==> src/hdl/qws_pkg.sv <==
`timescale 1ns / 1ps
`default_nettype none
// ----------------------------------------------------------------------------
// qws_pkg
// Shared types and constants of the quoted word splitter.
// ----------------------------------------------------------------------------
package qws_pkg;

    localparam int CHAR_W = 8;

    // kind field codes
    localparam logic KIND_CHAR = 1'b0;
    localparam logic KIND_END  = 1'b1;

    // special bytes
    localparam logic [CHAR_W-1:0] CH_BACKSLASH = 8'h5C;
    localparam logic [CHAR_W-1:0] CH_SQUOTE    = 8'h27;
    localparam logic [CHAR_W-1:0] CH_DQUOTE    = 8'h22;
    localparam logic [CHAR_W-1:0] CH_NUL       = 8'h00;
    localparam logic [CHAR_W-1:0] CH_SPACE     = 8'h20;
    localparam logic [CHAR_W-1:0] CH_TAB       = 8'h09;
    localparam logic [CHAR_W-1:0] CH_CR        = 8'h0D;

    typedef enum logic [1:0] {
        QM_NONE   = 2'd0,
        QM_SINGLE = 2'd1,
        QM_DOUBLE = 2'd2
    } qmode_t;

    typedef struct packed {
        logic   escape_pending;
        qmode_t quote_mode;
        logic   word_open;
    } split_state_t;

    localparam split_state_t STATE_CLEAR = '{
        escape_pending: 1'b0,
        quote_mode:     QM_NONE,
        word_open:      1'b0
    };

    typedef struct packed {
        logic              valid;
        logic [CHAR_W-1:0] out_char;
        logic              char_valid;
        logic              word_end;
        logic              string_done;
    } split_result_t;

endpackage : qws_pkg
`default_nettype wire

==> src/hdl/qws_step.sv <==
`timescale 1ns / 1ps
`default_nettype none
// ----------------------------------------------------------------------------
// qws_step
// Per-byte splitting rule: next state and optional result for one item.
// ----------------------------------------------------------------------------
module qws_step (
    input  wire qws_pkg::split_state_t  cur,
    input  wire logic                   kind,
    input  wire logic [7:0]             ch,
    output qws_pkg::split_state_t       nxt,
    output qws_pkg::split_result_t      res
);
    import qws_pkg::*;

    logic is_end;
    logic is_ws;
    logic close_quote;

    assign is_end = (kind == KIND_END) || (ch == CH_NUL);
    assign is_ws  = (ch == CH_SPACE) || ((ch >= CH_TAB) && (ch <= CH_CR));
    assign close_quote = ((cur.quote_mode == QM_SINGLE) && (ch == CH_SQUOTE)) ||
                         ((cur.quote_mode == QM_DOUBLE) && (ch == CH_DQUOTE));

    always_comb
    begin
        nxt = cur;
        res = '{valid: 1'b0, out_char: CH_NUL, char_valid: 1'b0,
                word_end: 1'b0, string_done: 1'b0};

        if (is_end)
        begin
            // flush: dangling backslash wins, then open word, else bare done
            nxt             = STATE_CLEAR;
            res.valid       = 1'b1;
            res.string_done = 1'b1;
            if (cur.escape_pending)
            begin
                res.out_char   = CH_BACKSLASH;
                res.char_valid = 1'b1;
                res.word_end   = 1'b1;
            end
            else if (cur.word_open)
            begin
                res.word_end = 1'b1;
            end
        end
        else if (cur.escape_pending)
        begin
            nxt.escape_pending = 1'b0;
            nxt.word_open      = 1'b1;
            res.valid          = 1'b1;
            res.out_char       = ch;
            res.char_valid     = 1'b1;
        end
        else if (ch == CH_BACKSLASH)
        begin
            nxt.escape_pending = 1'b1;
        end
        else if (cur.quote_mode != QM_NONE)
        begin
            if (close_quote)
            begin
                nxt.quote_mode = QM_NONE;
            end
            else
            begin
                nxt.word_open  = 1'b1;
                res.valid      = 1'b1;
                res.out_char   = ch;
                res.char_valid = 1'b1;
            end
        end
        else if (ch == CH_SQUOTE)
        begin
            nxt.quote_mode = QM_SINGLE;
        end
        else if (ch == CH_DQUOTE)
        begin
            nxt.quote_mode = QM_DOUBLE;
        end
        else if (is_ws)
        begin
            if (cur.word_open)
            begin
                nxt.word_open = 1'b0;
                res.valid     = 1'b1;
                res.word_end  = 1'b1;
            end
        end
        else
        begin
            nxt.word_open  = 1'b1;
            res.valid      = 1'b1;
            res.out_char   = ch;
            res.char_valid = 1'b1;
        end
    end

endmodule : qws_step
`default_nettype wire

==> src/hdl/quoted_word_splitter_unit.sv <==
`timescale 1ns / 1ps
`default_nettype none
// ----------------------------------------------------------------------------
// quoted_word_splitter_unit
// Shell-like word splitter: one byte in per transfer, word characters and
// word/string boundaries out as a stream.
// ----------------------------------------------------------------------------
//  channel | dir | tdata            | tuser                        | tlast
//  s_*     | in  | [7:0] ch         | [0] kind (0 char, 1 end)     | -
//  m_*     | out | [7:0] out_char   | [0] char_valid [1] string_done | word_end
//
//  Flow: one transfer accepted per clock while s_tready is high; a result is
//  registered in the result register (or the skid register while m_* stalls).
//  The splitting state (escape, quote mode, word open) updates in the same
//  edge that accepts a byte, so the per-byte rule is the only loop.
//  Reset (rst_n low, async) clears the state and empties both output slots.
//  Stalls: a two-entry output (result register plus skid register) keeps
//  s_tready a register; it drops only while both entries are full.
// ----------------------------------------------------------------------------
module quoted_word_splitter_unit (
    input  wire logic       clk,
    input  wire logic       rst_n,
    // input stream
    input  wire logic       s_tvalid,
    output logic            s_tready,
    input  wire logic [7:0] s_tdata,   // [7:0] ch
    input  wire logic       s_tuser,   // [0] kind
    // output stream
    output logic            m_tvalid,
    input  wire logic       m_tready,
    output logic [7:0]      m_tdata,   // [7:0] out_char
    output logic [1:0]      m_tuser,   // [0] char_valid, [1] string_done
    output logic            m_tlast    // word_end
);
    import qws_pkg::*;

    split_state_t  state_reg;
    split_state_t  state_next;
    split_result_t step_res;

    // result register and skid entry (valid bit lives in the struct)
    split_result_t out_reg, out_next;
    split_result_t skid_reg, skid_next;

    logic s_xfer;
    logic out_free;

    assign s_tready = ~skid_reg.valid;
    assign s_xfer   = s_tvalid & s_tready;
    assign out_free = ~out_reg.valid | m_tready;

    qws_step u_step (
        .cur  (state_reg),
        .kind (s_tuser),
        .ch   (s_tdata),
        .nxt  (state_next),
        .res  (step_res)
    );

    // output slot steering
    always_comb
    begin
        split_result_t incoming;
        incoming       = step_res;
        incoming.valid = step_res.valid & s_xfer;
        out_next  = out_reg;
        skid_next = skid_reg;
        if (out_free)
        begin
            if (skid_reg.valid)
            begin
                out_next  = skid_reg;
                skid_next = incoming;   // no transfer when skid is full
            end
            else
            begin
                out_next = incoming;
            end
        end
        else if (incoming.valid)
        begin
            skid_next = incoming;
        end
    end

    always_ff @(posedge clk or negedge rst_n)
    begin
        if (!rst_n)
        begin
            state_reg <= STATE_CLEAR;
            out_reg   <= '0;
            skid_reg  <= '0;
        end
        else
        begin
            if (s_xfer)
            begin
                state_reg <= state_next;
            end
            out_reg  <= out_next;
            skid_reg <= skid_next;
        end
    end

    assign m_tvalid = out_reg.valid;
    assign m_tdata  = out_reg.out_char;
    assign m_tuser  = {out_reg.string_done, out_reg.char_valid};
    assign m_tlast  = out_reg.word_end;

`ifndef NO_ASSERTIONS
    // skid entry only fills behind a held result
    a_skid_behind_out: assert property (@(posedge clk) disable iff (!rst_n)
        skid_reg.valid |-> out_reg.valid)
        else $error("skid entry valid while result register empty");

    // an end item always leaves a result waiting
    a_end_gives_result: assert property (@(posedge clk) disable iff (!rst_n)
        (s_xfer && s_tuser == KIND_END) |=> m_tvalid)
        else $error("end item produced no result");

    // an end item clears all splitting state
    a_end_clears: assert property (@(posedge clk) disable iff (!rst_n)
        (s_xfer && s_tuser == KIND_END) |=> (state_reg == STATE_CLEAR))
        else $error("state not cleared after end item");

    // a result with neither character nor word end must close the string
    a_no_empty_result: assert property (@(posedge clk) disable iff (!rst_n)
        (m_tvalid && !m_tuser[0] && !m_tlast) |-> m_tuser[1])
        else $error("empty result without string_done");

    // a result without a character carries a zero byte
    a_char_zero: assert property (@(posedge clk) disable iff (!rst_n)
        (m_tvalid && !m_tuser[0]) |-> (m_tdata == CH_NUL))
        else $error("out_char nonzero without char_valid");
`endif

endmodule : quoted_word_splitter_unit
`default_nettype wire
==> config.mk <==
export PLATFORM = sky130hd
export DESIGN_NAME = quoted_word_splitter_unit
export DESIGN_NICKNAME = d
export VERILOG_FILES = /design/src/hdl/qws_pkg.sv /design/src/hdl/qws_step.sv /design/src/hdl/quoted_word_splitter_unit.sv
export SDC_FILE = /design/constraint.sdc
export NUM_CORES = 1
export LEC_CHECK = 0
export BUFFER_PORTS_ARGS = -buffer_cell sky130_fd_sc_hd__buf_4
export CAP_MARGIN = 10
export CORE_ASPECT_RATIO = 0.5
export CORE_MARGIN = 2
export CORE_UTILIZATION = 40
export CTS_CLUSTER_SIZE = 30
export DETAILED_ROUTE_END_ITERATION = 12
export GPL_TIMING_DRIVEN = 0
export SETUP_SLACK_MARGIN = 0.05
export SYNTH_ARGS = -nofsm -noshare
export SYNTH_HDL_FRONTEND = slang
export SYNTH_SLANG_ARGS = --single-unit
export TNS_END_PERCENT = 5
==> constraint.sdc <==
create_clock -name clk -period 2.65 [get_ports clk]
set_clock_uncertainty 0.2 [all_clocks]
set_input_delay 0.3975 -clock clk [delete_from_list [all_inputs] [get_ports clk]]
set_output_delay 0.3975 -clock clk [all_outputs]
set_load 0.03 [all_outputs]
== Yosys cells after proc, flatten, opt, wreduce, memory -nomap -nowiden ==
Index checks and enable logic that the tools add are counted.
Operators by class
  magnitude comparators: 2
  equality and inequality tests: 14
  mux-type cells: 34
  bitwise logic cells: 5
  reductions and logical operators: 13
Operators by type and width (number)
  $mux 12: 4
  $mux 11: 4
  $mux 10: 3
  $eq 8x6->1 const B: 3
  $mux 1: 14
  $reduce_and 5->1: 2
  $mux 9: 1
  $eq 8x7->1 const B: 1
  $ge 8x4->1 const B: 1
  $le 8x4->1 const B: 1
  $logic_not 8->1: 1
  $mux 2: 4
  $mux 8: 1
  $ne 4x3->1 const B: 2
  $mux 3: 2
  $mux 4: 1
  $ne 2x1->1 const B: 2
  $ne 4x2->1 const B: 1
  $reduce_bool 2->1: 2
  $reduce_bool 4->1: 1
  $logic_and 1x1->1: 3
  $logic_or 1x1->1: 3
  $ne 3x1->1 const B: 1
  $ne 3x2->1 const B: 1
  other kinds (7): 9
Word-level totals
  register bits after elaboration: 28
  bits of input ports: 13
  output and inout port bits: 13
  logic and storage cells: 81

== Logic depth before layout (Yosys ltp) ==
Gate-level depths: netlist (run 1).
  depth after elaboration: 13
  gate-level depth with buffers: 7
  gate-level depth less buffers: 5

== Hierarchy ==
A second synthesis (run 1) with hierarchy kept.
Second synthesis, totals
  cells, all modules: 149
  area, all modules: 1651.6 µm²
By module, submodules not included
  quoted_word_splitter_unit: instances 1, cells each 90, area an instance 1227.4 µm², sequential area each 700.7 µm²
  qws_step: instances 1, cells each 59, area an instance 424.2 µm², sequential area each 0.0 µm²

== Least setup slack after synthesis (run 1) ==
No wires, ideal clock.
  path kind: in2reg
  start: input s_tdata[1]
  end: register skid_reg[0] in the netlist's numbering
  setup time: 0.125 ns
  arrival time: 2.223 ns
  data required time: 2.325 ns
  slack: 0.102 ns
  cell stages on the path: 7
  path buffers: 2
  path through: buf_6 > or2_4 > or4_4 > o22a_4 > o211ai_2 > buf_6 > mux2_4
Between the ends
  cells in the longest elaborated chain, start to end: 13
  elaborated cells on any way between the ends: 28
  classes of those cells: order compare (2); eq/ne (4); mux (12); bitwise (1); reduce/logical (9)
Ends and longest elaborated chain
  start, declared: RTL line quoted_word_splitter_unit.sv:26  | input wire logic [7:0] s_tdata,
  $ge 8x4->1 or $le 8x4->1 (tied branches): RTL line qws_step.sv:21  | assign is_ws = (ch == CH_SPACE) || ((ch >= CH_TAB) && (ch <= CH_CR));
  $logic_and 1x1->1: RTL line qws_step.sv:21
  $logic_or 1x1->1: RTL line qws_step.sv:21
  $mux 1: RTL line qws_step.sv:82  | else if (is_ws)
  $mux 11: RTL line qws_step.sv:78  | else if (ch == CH_DQUOTE)
  $mux 11: RTL line qws_step.sv:74  | else if (ch == CH_SQUOTE)
  $mux 10: RTL line qws_step.sv:60  | else if (cur.quote_mode != QM_NONE)
  $mux 11: RTL line qws_step.sv:56  | else if (ch == CH_BACKSLASH)
  $mux 10: RTL line qws_step.sv:48  | else if (cur.escape_pending)
  $mux 11: RTL line qws_step.sv:31  | if (is_end)
  $and 1x1->1: RTL line quoted_word_splitter_unit.sv:65  | incoming.valid = step_res.valid & s_xfer;
  $reduce_bool 2->1 (no source line)
  $reduce_and 2->1 (no source line)
  end signal, assigned: RTL line quoted_word_splitter_unit.sv:101  | skid_reg <= skid_next;
  end, declared: RTL line quoted_word_splitter_unit.sv:43  | split_result_t skid_reg, skid_next;
Several ways; a longest one is shown, not always the timed one. The select of a mux whose other input is x is not followed.
A chain may end at the register's enable or synchronous reset.

== Worst setup path after layout (run 1) ==
  start: input s_tdata[4]
  end: register out_reg (netlist bit m_tdata[0])
Between the ends
  cells in the longest elaborated chain, start to end: 11
  elaborated cells on any way between the ends: 22
  classes of those cells: order compare (2); eq/ne (4); mux (9); reduce/logical (7)
Ends and longest elaborated chain
  $ge 8x4->1 or $le 8x4->1 (tied branches): RTL line qws_step.sv:21
  $logic_and 1x1->1: RTL line qws_step.sv:21
  $logic_or 1x1->1: RTL line qws_step.sv:21
  $mux 9: RTL line qws_step.sv:82
  $mux 11: RTL line qws_step.sv:78
  $mux 11: RTL line qws_step.sv:74
  $mux 10: RTL line qws_step.sv:60
  $mux 11: RTL line qws_step.sv:56
  $mux 10: RTL line qws_step.sv:48
  $mux 11 *: RTL line qws_step.sv:31
  $mux 12 *: RTL line quoted_word_splitter_unit.sv:70  | if (skid_reg.valid)
  end signal, assigned: RTL line quoted_word_splitter_unit.sv:100  | out_reg <= out_next;
  end, declared: RTL line quoted_word_splitter_unit.sv:42  | split_result_t out_reg, out_next;
Mark *: on every way between the ends. The rest lies on a longest branch, timed or not.

==> summary.txt, run 1 <==
Finish
  • N_diodes: 0
  • Layout overhead on the synthesized area: 18.4%
  • Max reg flops: 12
  • Share of cells above drive strength 1: 0.269
  • Final net count: 226
  • Commonest non-fill, non-tap cell in the layout: dfrtp_1
  • Most frequent cells in the layout: 28 x dfrtp_1, 22 x buf_4, 19 x nand2_1

Global routing
  • First-pass GRT wire length: 8.15 mm
  • GRT met1 Usage: 0.331
  • Met3 usage: 0.0410
  • GRT Total Usage: 0.206
  • GR peak layer: met1
  • GR Util met2: 0.288
  • Gr ovfl total: 0
  • Vias in the first global route: 1,515
  • Pin count of the biggest net entering global routing: 29
  • Initial antenna violation count: 0

Floorplan
  • Die ar.: 5060 um2
  • Die W: 98.6 um
  • Core area: 4340 um2
  • Initial core utilization: 0.412
  • Die Ht: 51.3 um
  • # IOs: 26
  • Rows: 17

Pwr
  • Lkg Pwr: 0.969 nW
  • Clock network fraction of total power: 0.289
  • Pint: 853 uW
  • Seq pwr share: 0.430
  • Pwr/cell area: 582 nW/um2
  • Max IR drop VDD: 0.266 mV
  • Net Sw Frac: 0.308
  • Power, Total: 1.23 mW
  • Logic pwr share: 0.281
  • Switch Pwr: 380 uW

Timing
  • Slew Viols, Final: 0
  • Tightest Pin Transition: 0.604 ns
  • RSZ-0062 raised after global routing: yes
  • Final Hold Violating Endpoints: 0
  • F_max: 404 MHz
  • Crit path time final: 2.48 ns
  • Final worst path period share: 0.934
  • Final setup fails: 0
  • Setup_tns: 0 ns
  • Max transition margin: 0.596

Critical path
  • Crit end category: flip-flop
  • CP Launch Type: input pin
  • CP Class: input pin to flip-flop
  • Worst path cell trace: buf_4, or3_1, clkbuf_1, a211o_1, a31oi_2, a21boi_1, a221o_1
  • Cells on worst reg2reg path: 6
  • CP peak stage delay: 0.37 ns
  • Worst Path Required: 2.63 ns
  • Slowest-stage cell, CP: or3_1
  • Max FO, Critical Path: 8
  • CP arrival: 2.46 ns

Synthesis
  • Sequential-to-total area share from yosys stat: 0.392
  • EDFF count, synth: 0
  • Largest area contributor in the netlist: dfrtp_1
  • Synth area leaders: dfrtp_1 39%, mux2_4 7.6%, a221o_1 4.5%, nand2_1 4.0%, nor2_1 2.9%
  • Post-synthesis sequential element count: 28
  • Post-Syn Instances: 185
  • Share of the synthesized area in the top cell type: 0.392
  • Post-synth net total: 198
  • Mapped Area: 1790 um2
  • Asr flop ratio synth: 1.00
  • Total number of yosys warnings: 0
  • Unique cell type count in the Yosys netlist: 49
  • Syn_area_per_cell: 9.67 um2
  • Ys flop type: dfrtp_1

Clock tree
  • Later-pin clock latency in the skew report: 0.29 ns
  • CTS sink count: 28
  • CTS tree: done
  • Cts bufs inserted: 3
  • CTS root buffer: clkbuf_8
  • Max Root-Sink Buffers: 2
  • Setup Buffers After CTS: 0
  • H-tree depth: 1
  • CTS clk-pin slew, worst paths: 0.11 ns

Outcome
  • Status: completed

Drt
  • Routed len/inst: 17.7 um
  • Total Wirelength: 4.76 mm
  • Post-route ant nets: 0
  • Routed via count: 1,599
  • DRT iter0 DRCs: 138
  • First-pass detailed-route iteration total: 4
  • Residual DRC: 0
  • Drt via density: 5.94

Placement
  • Port Buffers: 22
  • GP Congestion: 0.844
  • HPWL Detailed: 3.43 mm

Worst hold path
  • Hold depth: 2
  • Worst Hold Class: input pin to flip-flop

Job
  • Max-capacitance violation count: 0
## power by group through the flow
stage                     clock network, mW  registers, mW  logic, mW
after floorplan                           0          0.583      0.182
after global placement                    0          0.536      0.342
after detailed placement                  0          0.537      0.345
after CTS                             0.358          0.529      0.347
after global routing                  0.377          0.539      0.377
final                                 0.357          0.530      0.347
## critical path, delay by kind of cell
| family | cells | cell delay, ns |
|---|---|---|
| AND/OR/NAND/NOR | 1 | 0.37 |
| buffers and inverters | 2 | 0.33 |
| AO/OA/AOI/OAI | 4 | 1.36 |
## cell usage after synthesis, types with 2 or more instances
cell type / instances
mux2_4: 9
dfrtp_1: 28
nand3b_1: 2
or2_2: 3
inv_1: 2
a211o_1: 2
a21oi_1: 9
nand3_1: 3
a31o_2: 2
nor3_1: 7
o21ai_0: 7
and3_1: 8
o2111ai_1: 2
a21boi_0: 2
nor2b_1: 6
clkbuf_1: 7
nand2b_1: 6
a221o_1: 8
buf_6: 3
mux2_2: 3
a22oi_1: 5
a31oi_1: 3
nand2_1: 19
nor2_1: 14
## metal layers
layer,part of all wire,routed length [um]
met1,0.51,2420
met2,0.43,2030
met3,0.065,308
met4,0.00084,4
met5,0,0
## area by class of cell
class                   count  area, um2
clock inverters             1       30.0
clock buffers               3       41.3
flip-flops and latches     28        701
well taps                  57       71.3
fillers                   443       2220
multi-input cells         144       1030
inverters                   2       7.51
plain buffers              11       65.1
repair buffers             23        175
## worst paths after layout
path | start | to | slack (ns)
setup / recovery | s_tdata[4] | m_tdata[0] | 0.17
hold / removal | s_tdata[7] | skid_reg[10] | 0.22
setup reg to reg | state_reg[3] | skid_reg[7] | 0.33
hold reg to reg | m_tdata[7] | m_tdata[7] | 0.29
max in group asynchronous | rst_n | m_tdata[7] | 1.61
min in group asynchronous | rst_n | state_reg[2] | 0.35
## stage by stage
step	instances	worst slack, ns	utilization	instance area, um2	hold WS, ns
final	269	0.174	0.488	2120	0.215
after global routing	269	0.0227	0.488	2120	0.206
after CTS	269	0.107	0.486	2110	0.210
after detailed placement	264	-0.195	0.467	2030	0.150
after global placement	264	-0.180	0.467	2030	0.141
after floorplan	185	0.102	-	1790	-0.0981
## what timing repair did
action	CTS	global route
endpoints found under the hold margin	28	0
endpoints found under the setup margin	0	16
hold buffers	1	0
resized for setup	0	3
## cell families (layout without fill, tap and decap cells)
group	Yosys count	in the layout	share of synthesized area
buf+inv	13	40	0.0406
compound gates	55	55	0.246
simple gates	77	77	0.227
mux	12	12	0.0944
flops	28	28	0.392
Note: power is estimated with default switching activity, not from simulation.
==> inputs of run 2 (changes only) <==
- ABC_AREA: unset -> 1
==> run 2 against run 1 <==
Compared with the run above: sequential cell count stayed put; sequential share of layout area up 2.3 points; largest power group unchanged; global-route usage decreased by 1.6 points; combinational power increased by 6.6%.
==> summary.txt, run 2 <==
Pwr
  • Logic pwr share: 0.295 (+0.014)
  • Pint: 834 uW (-2.3%)
  • Pwr/cell area: 633 nW/um2 (+8.8%)
  • Clock network fraction of total power: 0.274 (-0.015)
  • Seq pwr share: 0.431 (about the same)
  • Switch Pwr: 420 uW (+10%)
  • Net Sw Frac: 0.335 (+0.0266)
  • Max IR drop VDD: 0.300 mV (+13%)
  • Lkg Pwr: 1.08 nW (+12%)

Global routing
  • Pin count of the biggest net entering global routing: 29 (unchanged)
  • Initial antenna violation count: 0 (unchanged)
  • Vias in the first global route: 1,446 (-4.6%)
  • GRT Total Usage: 0.190 (-0.0155)
  • Gr ovfl total: 0 (unchanged)
  • First-pass GRT wire length: 6.90 mm (-15%)

Clock tree
  • Later-pin clock latency in the skew report: 0.28 ns (about the same)
  • CTS sink count: 28 (unchanged)
  • Cts bufs inserted: 3 (unchanged)
  • Setup Buffers After CTS: 0 (unchanged)
  • CTS root buffer: clkbuf_8
  • H-tree depth: 1 (unchanged)
  • Max Root-Sink Buffers: 2 (unchanged)
  • CTS clk-pin slew, worst paths: 0.10 ns (about the same)
  • CTS tree: done

Timing
  • Final Hold Violating Endpoints: 0 (unchanged)
  • RSZ-0062 raised after global routing: no
  • Final worst path period share: 0.768 (-0.167)
  • Tightest Pin Transition: 0.465 ns (-0.139 ns)
  • F_max: 492 MHz (+22%)
  • Setup_tns: 0 ns (unchanged)
  • Max transition margin: 0.690 (+0.0932)
  • Slew Viols, Final: 0 (unchanged)
  • Crit path time final: 2.03 ns (-0.442 ns)
  • Final setup fails: 0 (unchanged)

Worst hold path
  • Worst Hold Class: input pin to flip-flop
  • Hold depth: 3 (+1)
  • Worst Hold Launch: s_tvalid
  • WHS Endpoint: m_tvalid

Finish
  • Cell area after layout: 1980 um2 (-6.6%)
  • Max reg flops: 12 (unchanged)
  • Commonest non-fill, non-tap cell in the layout: nand2_1
  • Share of cells above drive strength 1: 0.178 (-0.0904)
  • # fillers: 416 (-6.1%)
  • Layout overhead on the synthesized area: 20.5%
  • Most frequent cells in the layout: 81 x nand2_1, 28 x dfrtp_1, 25 x buf_4
  • N_diodes: 0 (unchanged)
  • Final net count: 283 (+25%)

Drt
  • Post-route ant nets: 0 (unchanged)
  • Routed via count: 1,563 (-2.3%)
  • First-pass detailed-route iteration total: 5 (+1)
  • DRT iter0 DRCs: 72 (-48%)
  • Routed len/inst: 12.5 um (-29%)
  • Total Wirelength: 4.04 mm (-15%)
  • Residual DRC: 0 (unchanged)
  • Drt via density: 4.84 (-19%)

Synthesis
  • Sequential-to-total area share from yosys stat: 0.427 (+0.0349)
  • Commonest cells post-synth: 81 x nand2_1, 28 x dfrtp_1, 24 x inv_1, 24 x nor2_1
  • Unique cell type count in the Yosys netlist: 19 (-61%)
  • Post-synth net total: 252 (+27%)
  • Largest area contributor in the netlist: dfrtp_1
  • Mapped Area: 1640 um2 (-8.2%)
  • Share of the synthesized area in the top cell type: 0.427 (+0.0349)
  • EDFF count, synth: 0 (unchanged)
  • Ys flop type: dfrtp_1
  • Post-synthesis sequential element count: 28 (unchanged)
  • Post-Syn Instances: 239 (+29%)
  • Total number of yosys warnings: 0 (unchanged)
  • Asr flop ratio synth: 1.00 (unchanged)
  • Syn_area_per_cell: 6.87 um2 (-29%)
  • Most numerous cell in the Yosys netlist: nand2_1
  • Synth area leaders: dfrtp_1 43%, nand2_1 19%, nand3_1 7.0%, o21ai_0 7.0%, inv_1 5.5%

Outcome
  • Status: completed

Critical path
  • Worst reg-to-reg setup slack: 0.80 ns (+0.47 ns)
  • Buf+Inv Stages, Crit Path: 3 (+1)
  • CP arrival: 1.44 ns (-1.02 ns)
  • Worst Path Required: 2.05 ns (-0.58 ns)
  • Max FO, Critical Path: 10 (+2)
  • CP peak stage delay: 0.38 ns (about the same)
  • CP Class: flip-flop to output port
  • Slowest-stage cell, CP: dfrtp_1
  • R2R Path Start: state_reg[1]
  • Cells on worst reg2reg path: 9 (+3)
  • Worst path cell trace: inv_1, clkbuf_1, buf_4
  • Reg-to-reg endpoint: skid_reg[2]
  • Crit end category: output port
  • CP top delay family: buffers and inverters
  • CP Launch Type: flip-flop

Placement
  • HPWL Detailed: 3.00 mm (-13%)
  • GP Congestion: 0.830 (-1.6%)
  • DP Area: 1900 um2 (-6.3%)
  • Port Buffers: 25 (+14%)

Job
  • Max-capacitance violation count: 0 (unchanged)

Floorplan
  • Die ar.: 4670 um2 (-7.7%)
  • Core area: 3920 um2 (-9.6%)
  • Die Ht: 49.3 um (-3.9%)
  • # IOs: 26 (unchanged)
  • Rows: 16 (-1)
  • Die W: 94.6 um (-4.0%)
  • Initial core utilization: 0.419 (+0.00634)
==> run 2: cell count changes in the layout (fill, tap and decap cells not counted), sizes merged, moves of 8 or more <==
cell,delta
nand3,+21
and3,-8
mux2,-12
o21ai,+18
nand2,+69
nor2,+13
inv,+25
a221o,-8
==> run 2: power groups by stage <==
stage	clock network (mW)	logic, mW	registers (mW)
2_1_floorplan	0	0.187	0.602
3_3_place_gp	0	0.365	0.545
3_5_place_dp	0	0.370	0.548
4_1_cts	0.354	0.373	0.540
5_1_grt	0.367	0.414	0.549
6_report	0.344	0.370	0.540
==> run 2: cells by family after synthesis <==
family          count (synthesis)  share of synthesized area
simple gates                  140                      0.370
compound gates                 36                      0.113
buf+inv                        35                     0.0906
flops                          28                      0.427
==> run 2: area by class of cell <==
type                    instances  area (um2)  area share
repair buffers                 26         198      0.0999
flip-flops and latches         28         701       0.354
clock inverters                 1        30.0      0.0152
well taps                      54        67.6      0.0341
multi-input cells             176         793       0.401
clock buffers                   3        41.3      0.0209
plain buffers                   8        47.5      0.0240
inverters                      27         101      0.0512
==> run 2: through the flow <==
step / total power, mW / worst slack (ns) / hold WS, ns / util / std cells
after floorplan: 0.788 / 0.942 / -0.0981 / - / 239
after global placement: 0.910 / 0.637 / 0.148 / 0.484 / 318
after detailed placement: 0.919 / 0.599 / 0.152 / 0.484 / 318
after CTS: 1.27 / 0.616 / 0.193 / 0.504 / 323
after global routing: 1.33 / 0.542 / 0.201 / 0.504 / 323
final: 1.25 / 0.616 / 0.196 / 0.504 / 323
==> run 2: routing by layer <==
metal / vias up / share of wire / track usage / wire length [um]
li1: 815 / - / - / -
met1: 712 / 0.52 / 0.286 / 2120
met2: 32 / 0.42 / 0.288 / 1690
met3: 4 / 0.054 / 0.0371 / 217
met4: 0 / 0.0054 / 0.0290 / 22
met5: - / 0 / 0 / 0
==> run 2: how the worst max path moves through the flow <==
stage,depth (start not counted),start,to
finish,3,skid_reg[11],s_tready
global route,3,skid_reg[11],s_tready
floorplan,13,s_tdata[7],skid_reg[9]
global placement,14,s_tdata[7],skid_reg[9]
CTS,3,skid_reg[11],s_tready
detailed placement,14,s_tdata[7],skid_reg[5]
==> run 2: what timing repair did <==
action                                  CTS  global route
endpoints found under the hold margin    28             0
hold buffers                              1             0
endpoints found under the setup margin    0             0
gates resized for setup                   0             0
==> run 2: tightest hold or removal path, cell delays in order <==
cell and delay [ns]:
buf_4 0.09, a31oi_1 0.10, nand2_1 0.06
==> inputs of run 3 (changes only) <==
- clock period: 2.65 -> 1.95 ns (I/O delays scaled with it)
==> run 3 against run 2 <==
Compared with the run above: sequential share of layout area is essentially flat; count of clock-buffer cells in the layout is the same; cell area rose by 0.13%; setup slack lost 0.44 ns; first-iteration DRC count rose by 18%; sequential power up 36%; largest cell class unchanged; critical path depth increased by 6.
==> summary.txt, run 3 (synthesis results as in run 2) <==
Global routing
  • Gr ovfl total: 0 (unchanged)
  • GRT Total Usage: 0.188 (-0.00199)
  • Pin count of the biggest net entering global routing: 29 (unchanged)
  • Initial antenna violation count: 0 (unchanged)
  • First-pass GRT wire length: 6.83 mm (-1.0%)
  • Vias in the first global route: 1,434 (-0.83%)

Pwr
  • Lkg Pwr: 1.08 nW (-0.31%)
  • Pwr/cell area: 860 nW/um2 (+36%)
  • Clock network fraction of total power: 0.273 (about the same)
  • Logic pwr share: 0.295 (about the same)
  • Pint: 1.13 mW (+36%)
  • Max IR drop VDD: 0.429 mV (+43%)
  • Switch Pwr: 570 uW (+36%)
  • Power, Total: 1.70 mW (+36%)
  • Net Sw Frac: 0.334 (about the same)
  • Seq pwr share: 0.432 (about the same)

Placement
  • Port Buffers: 25 (unchanged)
  • HPWL Detailed: 3.00 mm (unchanged)
  • GP Congestion: 0.830 (unchanged)
  • Placed Cells: 318 (unchanged)

Critical path
  • CP Launch Type: flip-flop
  • Worst path cell trace: nor2_2, nand3_1, nor2_2, nand2_2, nand4_4, nand2_2, buf_6, nand2_1, nand2_1
  • CP top delay family: simple AND/OR/NAND/NOR gates
  • Crit end category: flip-flop
  • CP Class: flip-flop to flip-flop
  • CP arrival: 1.76 ns (+0.32 ns)
  • Slowest-stage cell, CP: dfrtp_1
  • Max FO, Critical Path: 10 (unchanged)
  • Buf+Inv Stages, Crit Path: 1 (-2)
  • Worst Path Required: 1.93 ns (-0.12 ns)
  • CP peak stage delay: 0.41 ns (+0.03 ns)

Finish
  • Sequential cell area: 701 um2 (unchanged)
  • Layout overhead on the synthesized area: 20.6%
  • Commonest non-fill, non-tap cell in the layout: nand2_1
  • Final net count: 282 (-0.35%)
  • # fillers: 414 (-0.48%)
  • Most frequent cells in the layout: 81 x nand2_1, 28 x dfrtp_1, 25 x buf_4
  • N_diodes: 0 (unchanged)
  • Footprint of the multi-input gates: 796 um2 (+0.32%)
  • Non-Filler Instances: 322 (-0.31%)
  • Share of cells above drive strength 1: 0.187 (+0.00813)
  • Max reg flops: 12 (unchanged)

Job
  • Max-capacitance violation count: 0 (unchanged)

Timing
  • Setup_tns: 0 ns (unchanged)
  • F_max: 562 MHz
  • Final setup fails: 0 (unchanged)
  • Max transition margin: 0.694 (+0.00387)
  • Final Hold Violating Endpoints: 0 (unchanged)
  • Slew Viols, Final: 0 (unchanged)
  • RSZ-0062 raised after global routing: yes
  • Final worst path period share: 0.912
  • Crit path time final: 1.78 ns
  • Tightest Pin Transition: 0.460 ns (-0.00580 ns)

Clock tree
  • Cts bufs inserted: 3 (unchanged)
  • Max Root-Sink Buffers: 2 (unchanged)
  • Setup Buffers After CTS: 0 (unchanged)
  • H-tree depth: 1 (unchanged)
  • CTS sink count: 28 (unchanged)
  • CTS clk-pin slew, worst paths: 0.10 ns (about the same)
  • CTS root buffer: clkbuf_8
  • CTS tree: done
  • Later-pin clock latency in the skew report: 0.28 ns (about the same)

Drt
  • Drt via density: 4.78 (-1.3%)
  • Routed len/inst: 12.5 um (-0.21%)
  • First-pass detailed-route iteration total: 4 (-1)
  • Routed via count: 1,538 (-1.6%)
  • Post-route ant nets: 0 (unchanged)
  • Residual DRC: 0 (unchanged)
  • DRT iter0 DRCs: 85 (+18%)
  • Total Wirelength: 4.02 mm (-0.52%)

Floorplan
  • Core area: 3920 um2 (unchanged)
  • Die ar.: 4670 um2 (unchanged)
  • # IOs: 26 (unchanged)
  • Die Ht: 49.3 um (unchanged)
  • Initial core utilization: 0.419 (unchanged)
  • Die W: 94.6 um (unchanged)
  • Rows: 16 (unchanged)

Outcome
  • Status: completed

Worst hold path
  • Worst Hold Class: input pin to flip-flop
==> run 3: cell count changes in the layout (fill, tap and decap cells not counted), sizes merged <==
cell	change
clkbuf	-1
clkinvlp	+1
inv	-1
==> run 3: worst register-to-register path, cell delays in order (launching register included) <==
cell and delay [ns]:
dfrtp_1 0.41, nor2_2 0.17, nand3_1 0.20, nor2_2 0.18, nand2_2 0.11, nand4_4 0.09
nand2_2 0.07, buf_6 0.14, nand2_1 0.06, nand2_1 0.05
==> run 3: layout make-up <==
class                   instances  share of cell area
multi-input cells             176               0.402
flip-flops and latches         28               0.354
repair buffers                 26              0.0997
inverters                      27              0.0530
well taps                      54              0.0341
plain buffers                   7              0.0221
clock buffers                   3              0.0208
clock inverters                 1              0.0152
==> run 3: power groups by stage <==
stage | registers, mW | logic, mW | clock network, mW
floorplan | 0.818 | 0.254 | 0
global placement | 0.741 | 0.496 | 0
detailed placement | 0.745 | 0.503 | 0
CTS | 0.734 | 0.505 | 0.481
global route | 0.749 | 0.563 | 0.499
finish | 0.736 | 0.503 | 0.466
==> run 3: path summary, 6_finish.rpt <==
check,endpoint,cells after the start,start,slack (ns)
setup / recovery,skid_reg[2],9,state_reg[1],0.17
hold / removal,m_tvalid,3,s_tvalid,0.09
setup reg to reg,skid_reg[2],9,state_reg[1],0.17
hold reg to reg,m_tdata[5],2,m_tdata[5],0.29
max in group asynchronous,skid_reg[2],2,rst_n,1.01
min in group asynchronous,state_reg[2],2,rst_n,0.27
==> run 3: what timing repair did <==
item / 4_1_cts / 5_1_grt
resized for setup: 0 / 2
endpoints found under the setup margin: 1 / 16
hold buffers: 1 / 0
hold endpoints to repair: 28 / 0
gates cloned: 0 / 0
==> run 3: per-stage QoR <==
step	setup WS [ns]	area, um2	hold slack, ns	util
floorplan	0.295	1640	-0.203	-
global placement	0.0420	1900	0.0429	0.484
detailed placement	0.00385	1900	0.0467	0.484
CTS	0.0990	1980	0.0883	0.504
global route	0.00629	1980	0.0963	0.505
finish	0.171	1980	0.0916	0.505
==> run 3: layer usage <==
metal  vias to the layer above  GRT usage  part of all wire
met5                         -          0                 0
met4                         0     0.0290            0.0055
met3                         4     0.0371             0.035
met2                        24      0.285              0.41
met1                       697      0.283              0.55
li1                        813          -                 -
